## config.mk

```make
export PLATFORM = sky130hd
export DESIGN_NAME = text_encoding_detector_unit
export DESIGN_NICKNAME = d
export VERILOG_FILES = /design/src/hw/rtl/ted_pkg.sv /design/src/hw/rtl/text_encoding_detector_unit.sv
export SDC_FILE = /design/constraint.sdc
export NUM_CORES = 1
export LEC_CHECK = 0
export BUFFER_PORTS_ARGS = -buffer_cell sky130_fd_sc_hd__clkbuf_2
export CORE_MARGIN = 8
export CORE_UTILIZATION = 35
export CTS_BUF_LIST = sky130_fd_sc_hd__clkbuf_16
export CTS_CLUSTER_SIZE = 40
export DETAILED_ROUTE_END_ITERATION = 16
export GPL_ROUTABILITY_DRIVEN = 0
export MAX_ROUTING_LAYER = met4
export PLACE_DENSITY = 0.53
export SYNTH_ARGS = -nofsm -noshare
export SYNTH_HDL_FRONTEND = slang
export SYNTH_SLANG_ARGS = --single-unit
```

## constraint.sdc

```tcl
create_clock -name clk -period 2.45 [get_ports clk]
set_input_delay 0 -clock clk [delete_from_list [all_inputs] [get_ports clk]]
set_output_delay 0 -clock clk [all_outputs]
set_load 0.02 [all_outputs]
```

## src/hw/rtl/ted_pkg.sv

```systemverilog
package ted_pkg;

  typedef enum logic [2:0] {
    ENC_UTF8     = 3'd0,
    ENC_UTF8_BOM = 3'd1,
    ENC_UTF16LE  = 3'd2,
    ENC_UTF16BE  = 3'd3,
    ENC_ANSI     = 3'd4
  } enc_class_t;

  localparam int unsigned ByteW  = 8;
  localparam int unsigned ClassW = 3;
  localparam int unsigned OutW   = 8;

  localparam logic [ByteW-1:0] BomB0 = 8'hEF;
  localparam logic [ByteW-1:0] BomB1 = 8'hBB;
  localparam logic [ByteW-1:0] BomB2 = 8'hBF;
  localparam logic [ByteW-1:0] ByteFf = 8'hFF;
  localparam logic [ByteW-1:0] ByteFe = 8'hFE;

endpackage

```

## src/hw/rtl/text_encoding_detector_unit.sv

```systemverilog
// Text encoding detector. Bytes of a stream enter one per beat on the in_
// channel, with in_tlast on the final byte; that beat yields exactly one
// out_ beat carrying the encoding class (0 UTF-8, 1 UTF-8 with BOM,
// 2 UTF-16LE, 3 UTF-16BE, 4 ANSI), and all other beats yield none. BOM
// prefixes take priority over the UTF-8 structure check, and a multi-byte
// sequence cut short by the end of the stream counts as invalid. The block
// takes one byte per clock: each byte updates a few state registers, and
// the class is held in an output register, so input keeps flowing as long
// as results are drained, stalling only while that register is full and not
// being drained. The class appears in the cycle after the last byte.
module text_encoding_detector_unit (
  input  logic                      clk,
  input  logic                      rst_n,
  input  logic                      in_tvalid,
  output logic                      in_tready,
  input  logic [ted_pkg::ByteW-1:0] in_tdata,   // [7:0] byte_value
  input  logic                      in_tlast,   // last_byte
  output logic                      out_tvalid,
  input  logic                      out_tready,
  output logic [ted_pkg::OutW-1:0]  out_tdata   // [2:0] encoding_class, [7:3] zero
);
  import ted_pkg::*;

  logic [1:0]       seen_r, seen_nxt;
  logic [ByteW-1:0] lead0_r, lead0_nxt;
  logic [ByteW-1:0] lead1_r, lead1_nxt;
  logic             bom_r, bom_nxt;
  logic [1:0]       cont_r, cont_nxt;
  logic             inval_r, inval_nxt;
  logic             out_valid_r, out_valid_nxt;
  enc_class_t       out_class_r, out_class_nxt;

  logic             in_fire;
  logic [1:0]       seen_upd;
  logic [ByteW-1:0] lead0_upd, lead1_upd;
  logic             bom_upd;
  logic [1:0]       cont_upd;
  logic             inval_upd;
  enc_class_t       class_upd;

  assign in_tready = !out_valid_r || out_tready;
  assign in_fire   = in_tvalid && in_tready;

  // Stream state after folding in the current byte.
  always_comb begin
    lead0_upd = lead0_r;
    lead1_upd = lead1_r;
    bom_upd   = bom_r;
    case (seen_r)
      2'd0: begin
        lead0_upd = in_tdata;
        bom_upd   = (in_tdata == BomB0);
      end
      2'd1: begin
        lead1_upd = in_tdata;
        bom_upd   = bom_r && (in_tdata == BomB1);
      end
      2'd2: bom_upd = bom_r && (in_tdata == BomB2);
      default: bom_upd = bom_r;
    endcase
    seen_upd = (seen_r == 2'd3) ? seen_r : seen_r + 2'd1;

    cont_upd  = cont_r;
    inval_upd = inval_r;
    if (!inval_r) begin
      if (cont_r != 2'd0) begin
        if (in_tdata[7:6] != 2'b10) begin
          inval_upd = 1'b1;
        end else begin
          cont_upd = cont_r - 2'd1;
        end
      end else if (in_tdata[7]) begin
        if (in_tdata[7:5] == 3'b110) begin
          cont_upd = 2'd1;
        end else if (in_tdata[7:4] == 4'b1110) begin
          cont_upd = 2'd2;
        end else if (in_tdata[7:3] == 5'b11110) begin
          cont_upd = 2'd3;
        end else begin
          inval_upd = 1'b1;
        end
      end
    end

    if (seen_upd >= 2'd2 && lead0_upd == ByteFf && lead1_upd == ByteFe) begin
      class_upd = ENC_UTF16LE;
    end else if (seen_upd >= 2'd2 && lead0_upd == ByteFe && lead1_upd == ByteFf) begin
      class_upd = ENC_UTF16BE;
    end else if (seen_upd == 2'd3 && bom_upd) begin
      class_upd = ENC_UTF8_BOM;
    end else if (inval_upd || cont_upd != 2'd0) begin
      class_upd = ENC_ANSI;
    end else begin
      class_upd = ENC_UTF8;
    end
  end

  always_comb begin
    seen_nxt      = seen_r;
    lead0_nxt     = lead0_r;
    lead1_nxt     = lead1_r;
    bom_nxt       = bom_r;
    cont_nxt      = cont_r;
    inval_nxt     = inval_r;
    out_valid_nxt = out_valid_r && !out_tready;
    out_class_nxt = out_class_r;
    if (in_fire) begin
      if (in_tlast) begin
        // End of stream: publish the class and start the next stream clean.
        seen_nxt      = 2'd0;
        lead0_nxt     = '0;
        lead1_nxt     = '0;
        bom_nxt       = 1'b0;
        cont_nxt      = 2'd0;
        inval_nxt     = 1'b0;
        out_valid_nxt = 1'b1;
        out_class_nxt = class_upd;
      end else begin
        seen_nxt  = seen_upd;
        lead0_nxt = lead0_upd;
        lead1_nxt = lead1_upd;
        bom_nxt   = bom_upd;
        cont_nxt  = cont_upd;
        inval_nxt = inval_upd;
      end
    end
  end

  always_ff @(posedge clk) begin
    if (!rst_n) begin
      seen_r      <= 2'd0;
      lead0_r     <= '0;
      lead1_r     <= '0;
      bom_r       <= 1'b0;
      cont_r      <= 2'd0;
      inval_r     <= 1'b0;
      out_valid_r <= 1'b0;
    end else begin
      seen_r      <= seen_nxt;
      lead0_r     <= lead0_nxt;
      lead1_r     <= lead1_nxt;
      bom_r       <= bom_nxt;
      cont_r      <= cont_nxt;
      inval_r     <= inval_nxt;
      out_valid_r <= out_valid_nxt;
    end
  end

  always_ff @(posedge clk) begin
    out_class_r <= out_class_nxt;
  end

  assign out_tvalid = out_valid_r;
  assign out_tdata  = {{(OutW-ClassW){1'b0}}, out_class_r};

endmodule

```

After elaboration in Yosys (flattened, before gate mapping)

Index checks and enable logic that the tools add are counted.

Flip-flop bits (word level): 26
Bits of input ports: 13
Output and inout port bits: 10
Word-level logic and storage cells: 76

Add/subtract/negate cells: 2
Order comparisons: 1
Eq/ne operators: 15
Multiplexer cells: 29
Reduce and logical (&&, ||, !) cells: 19

Operators with widths:

| cell                                                                   | number |
|---|---|
| 8-bit equality test (second input constant)                            | 7 |
| 8-bit two-way mux                                                      | 4 |
| 2-bit two-way mux                                                      | 11 |
| 1-bit two-way mux                                                      | 12 |
| 1-bit logical AND                                                      | 9 |
| 2-bit equality test (second input constant)                            | 3 |
| 5-bit equality test (second input constant)                            | 1 |
| 4-bit equality test (second input constant)                            | 1 |
| 2-bit nonzero test                                                     | 2 |
| 3-bit equality test (second input constant)                            | 1 |
| 3-bit two-way mux                                                      | 1 |
| 1-bit one-hot mux with 3 select lines                                  | 1 |
| 3-bit OR reduction                                                     | 1 |
| 2-bit by 1-bit adder with 2-bit output (second input constant)         | 1 |
| 2-bit by 1-bit equality test with 1-bit output (second input constant) | 1 |
| 2-bit >= comparator (second input constant)                            | 1 |
| 1-bit logical NOT                                                      | 2 |
| 2-bit logical NOT                                                      | 1 |
| 1-bit logical OR                                                       | 2 |
| 2-bit != test (second input constant)                                  | 1 |
| 2-bit AND reduction                                                    | 1 |
| 2-bit OR reduction                                                     | 1 |
| 2-bit by 1-bit subtractor with 2-bit output (second input constant)    | 1 |

Longest topological paths before layout

Depth after elaboration: 12
Depth in mapped cells: 8

Worst setup path after synthesis

No wires, ideal clock.

Kind: register to register
From: register seen_r[0]
To: register out_class_r[0], data pin
Library setup time: 0.264 ns
Arrival: 1.533 ns
Data required time: 2.186 ns
Setup slack: 0.654 ns
Cell stages (with the launch flop): 9
Path buffers: 1
Clock period less this slack: 1.796 ns
Cell sequence: dfxtp_1 inv_1 ha_1 buf_2 nand4b_1 a21oi_1 o2111ai_2 o31ai_1 o21ai_1

Word-level cells in the longest chain between the ends: 6

RTL lines:

| what                                                                 | RTL line                                                             | text |
|---|---|---|
| start: declaration                                                   | text_encoding_detector_unit.sv:24                                    | `logic [1:0] seen_r, seen_nxt;` |
| start signal: assignment                                             | text_encoding_detector_unit.sv:139                                   | `seen_r <= seen_nxt;` |
| 2-bit by 1-bit adder with 2-bit output, or another cell as far along | text_encoding_detector_unit.sv:61                                    | `seen_upd = (seen_r == 2'd3) ? seen_r : seen_r + 2'd1;` |
| 2-bit two-way mux / 8-bit two-way mux (equally long branches)        | text_encoding_detector_unit.sv:61, text_encoding_detector_unit.sv:49 |  |
| 2-bit >= comparator, or another cell as far along                    | text_encoding_detector_unit.sv:85, text_encoding_detector_unit.sv:87 |  |
| 1-bit logical AND (on tied branches)                                 | text_encoding_detector_unit.sv:87, text_encoding_detector_unit.sv:89 |  |
| 1-bit logical AND / 2-bit two-way mux (equally long branches)        | text_encoding_detector_unit.sv:87, text_encoding_detector_unit.sv:89 |  |
| 1-bit two-way mux                                                    | text_encoding_detector_unit.sv:87                                    | `end else if (seen_upd >= 2'd2 && lead0_upd == ByteFe && lead1_upd == ByteFf) begin` |
| end signal: assignment                                               | text_encoding_detector_unit.sv:150                                   | `out_class_r <= out_class_nxt;` |
| end: declaration                                                     | text_encoding_detector_unit.sv:31                                    | `enc_class_t out_class_r, out_class_nxt;` |

Several ways; a longest one is shown, not always the timed one.
A chain may end at the register's enable or synchronous reset.

Final worst setup path

Ends and elaborated chain as after synthesis.

==> impl_results.md <==
- DRC Markers: 0
- Syn Area/Cell: about 9.0 um^2
- Final Max Tran Viols: 0
- Die width: between 80 and 90 um
- Register area share after synthesis: between 30% and 40%
- Post-synthesis mux area share: between 1.5 and 2%
- Crit-path slowest cell: dfxtp_1
- Worst path max stage delay: 0.38 ns
- Pre-CTS WS: a little under 0.5 ns
- CP required: between 2 and 2.5 ns
- H-tree Lvls: 1
- Vias: approximately 1200
- Worst-Skew Late Latency: 0.26 ns
- Area share of and/or/nand/nor cells after synthesis: a little over a quarter
- Gr usage total: 12.0%
- I/O Buffers: 17
- Static leakage: between 0.6 and 0.7 nW
- Max transition margin: about two thirds
- Post-layout util: about two fifths
- Initial antenna violation count: 0
- Cell Count, Final, Fillers Out: 230
- Vias in the first global route: 1229
- Max Cap Viol: 0
- I/O Pins: 23
- Status: finished clean
- Post-synth EDFFs: 3
- Post-DP Area: between 1500 and 2000 um^2
- Critical Path Start Type: flop
- Post-cts resize count: 0
- Final worst slack: 0.486 ns
- Drt via density: roughly 5.3
- Hold slack: around 0.022 ns
- CP bufs+invs: 1
- Tmin final: 1.96 ns
- Setup TNS: 0 ns
- Peak VDD IR: 252 uV
- Pre-antenna DRT Iters: 4
- DIE HEIGHT: approximately 80 um
- Clock Pin Slew Worst Setup and Hold Paths: around 0.070 ns
- DR iter-0 viols: 95
- Crit path max fanout: 8
- Setup bufs post-CTS: 0
- Unrepaired setup endpoints after global routing: no
- Xor-xnor portion of the synthesized cell area: less than 1%
- Synth Area in Compound Gates: 21.1%
- DP Wirelength: 2650 um
- Total grt overflow: 0
- Crit path DAT: just under 2 ns
- First-pass GRT wire length: 6120 um
- Bufs on Longest Clock Path: 2
- Fraction of layout cells with a size suffix above 1: between 10% and 20%
- Synth warnings: 0
- Antenna-violating nets left: 0
- Post-Route WL: ~3600 um
- Worst Hold Class: in -> reg
- Largest net degree at the start of global routing: 24
- Adder-Cell Fraction of Synth Area: approximately 5.0%
- Setup violations, final: 0
- Top FF cell, synth: dfxtp_1
- Yosys cell types: 44
- Die Footprint: 6650 um^2
- Root buffer cell: clkbuf_16
- Tcrit/Tclk final: 80.1%
- Wirelength per Cell: around 16 um
- CP delay by family, top: compound AO/OA/AOI/OAI gates
- Worst slew pin tran: about 0.51 ns
- Fin Clk Skew: 0.00529 ns
- ANT cells: 0
- Fmax: a little over 500 MHz
- Mapped cell area: 1500 um^2
- Ys async rst share: 0%
- Flop-to-flop setup slack: 0.49 ns
- Pwr dens: approximately 610 nW/um^2
- Total power: slightly above 1 mW
- Row cnt: 24
- Area Growth Syn to Fin: 12.1%
- Hold-fix buffers, CTS: 0
- Setup CP Type: reg -> reg
- Core Area: 4230 um^2
- Cells after Synth: between 150 and 200
- CP endpoint kind: flop
- Synthesis-stage register bit count: 26
- Largest family of logic cells by synthesized area: simple AND/OR/NAND/NOR gates
- CTS Buf Count: 3
- Post-route cell area: roughly 1700 um^2
- CTS Sinks: 26
- CTS tree: done
- Layout Nets: a little under 200
- Initial cell density of the core: between 30% and 40%
- Worst path cell trace: inv_1 -> ha_1 -> nand4b_1 -> a21oi_1 -> o2111ai_2 -> o31ai_1 -> o21ai_1
- Final Hold Fails: 0
- Dpl cells: approximately 230
cell families after synthesis:
group,count (synthesis)
simple gates,64
fa+ha+maj,6
flops,26
buf+inv,22
other cells,1
compound gates,44
mux,3
xor+xnor,1
synthesized netlist by cell type (2+ instances only):
cell type	number	area [um^2]
dfxtp_1	23	460
nor2b_1	22	138
a22oi_1	15	113
nand2_1	10	37.5
a21oi_1	8	40.0
inv_1	8	30.0
ha_1	6	75.1
buf_4	5	37.5
nor3_1	5	25.0
buf_2	4	20.0
clkbuf_1	4	15.0
nand3_1	4	20.0
nand4b_1	4	35.0
o21ai_1	4	20.0
a211oi_2	3	37.5
and3_1	3	18.8
edfxtp_1	3	90.1
mux2i_1	3	30.0
nand2b_1	3	18.8
a31oi_1	2	12.5
nand4_1	2	12.5
nor3b_2	2	25.0
o21ai_0	2	10.0
o21bai_1	2	15.0
registers in the layout, summed over array words and instances, names as in the netlist:
| name | count |
|---|---|
| bom_r | 1 |
| cont_r | 2 |
| inval_r | 1 |
| lead0_r | 8 |
| lead1_r | 8 |
| out_class_r | 3 |
| out_tvalid | 1 |
| seen_r | 2 |
power breakdown:
part	total, mW	leakage [nW]	switching [mW]	internal, mW
sequential	0.451	0.216	0.00744	0.444
combinational	0.138	0.354	0.0891	0.0494
clock	0.436	0.0493	0.152	0.284
placed cells by master (no fill, tap or decap), types with 2 or more instances in the layout:
cell type / Yosys / routed
dfxtp_1: 23 / 23
nor2b_1: 22 / 22
clkbuf_2: 0 / 17
a22oi_1: 15 / 15
nand2_1: 10 / 10
inv_1: 8 / 8
a21oi_1: 8 / 8
ha_1: 6 / 6
nor3_1: 5 / 5
conb_1: 1 / 5
nand4b_1: 4 / 4
nand3_1: 4 / 4
o21ai_1: 4 / 4
clkbuf_16: 0 / 4
mux2i_1: 3 / 3
nand2b_1: 3 / 3
and3_1: 3 / 3
a211oi_2: 3 / 3
edfxtp_1: 3 / 3
nand4_1: 2 / 2
nor3b_2: 2 / 2
o21bai_1: 2 / 2
a31oi_1: 2 / 2
o21ai_0: 2 / 2
path summary, 6_finish.rpt:
check | cells after the start | start | end
setup / recovery | 7 | seen_r[0] | out_class_r[0]
hold / removal | 3 | in_tvalid | out_tvalid
setup reg to reg | 7 | seen_r[0] | out_class_r[0]
hold reg to reg | 2 | lead1_r[0] | lead1_r[0]
final cells by class:
type,instances,area (um^2)
Inverter,8,30.0
Fill cell,448,2550
Multi-Input combinational cell,123,855
Sequential cell,26,551
Tap cell,52,65.1
Timing Repair Buffer,17,85.1
Clock buffer,4,100
metal layers:
| layer | up-vias | routed length (um) | global-route usage [%] |
|---|---|---|---|
| li1 | 617 | - | - |
| met1 | 577 | 1630 | 13.7 |
| met2 | 19 | 1870 | 21.2 |
| met3 | 2 | 127 | 2.08 |
| met4 | 0 | 19 | 2.68 |
| met5 | - | 0 | - |
worst reg2reg max path: stages (launching register included):
cell	delay, ns
dfxtp_1	0.38
inv_1	0.10
ha_1	0.32
nand4b_1	0.23
a21oi_1	0.16
o2111ai_2	0.18
o31ai_1	0.26
o21ai_1	0.09
(Power assumes the default switching activity.)
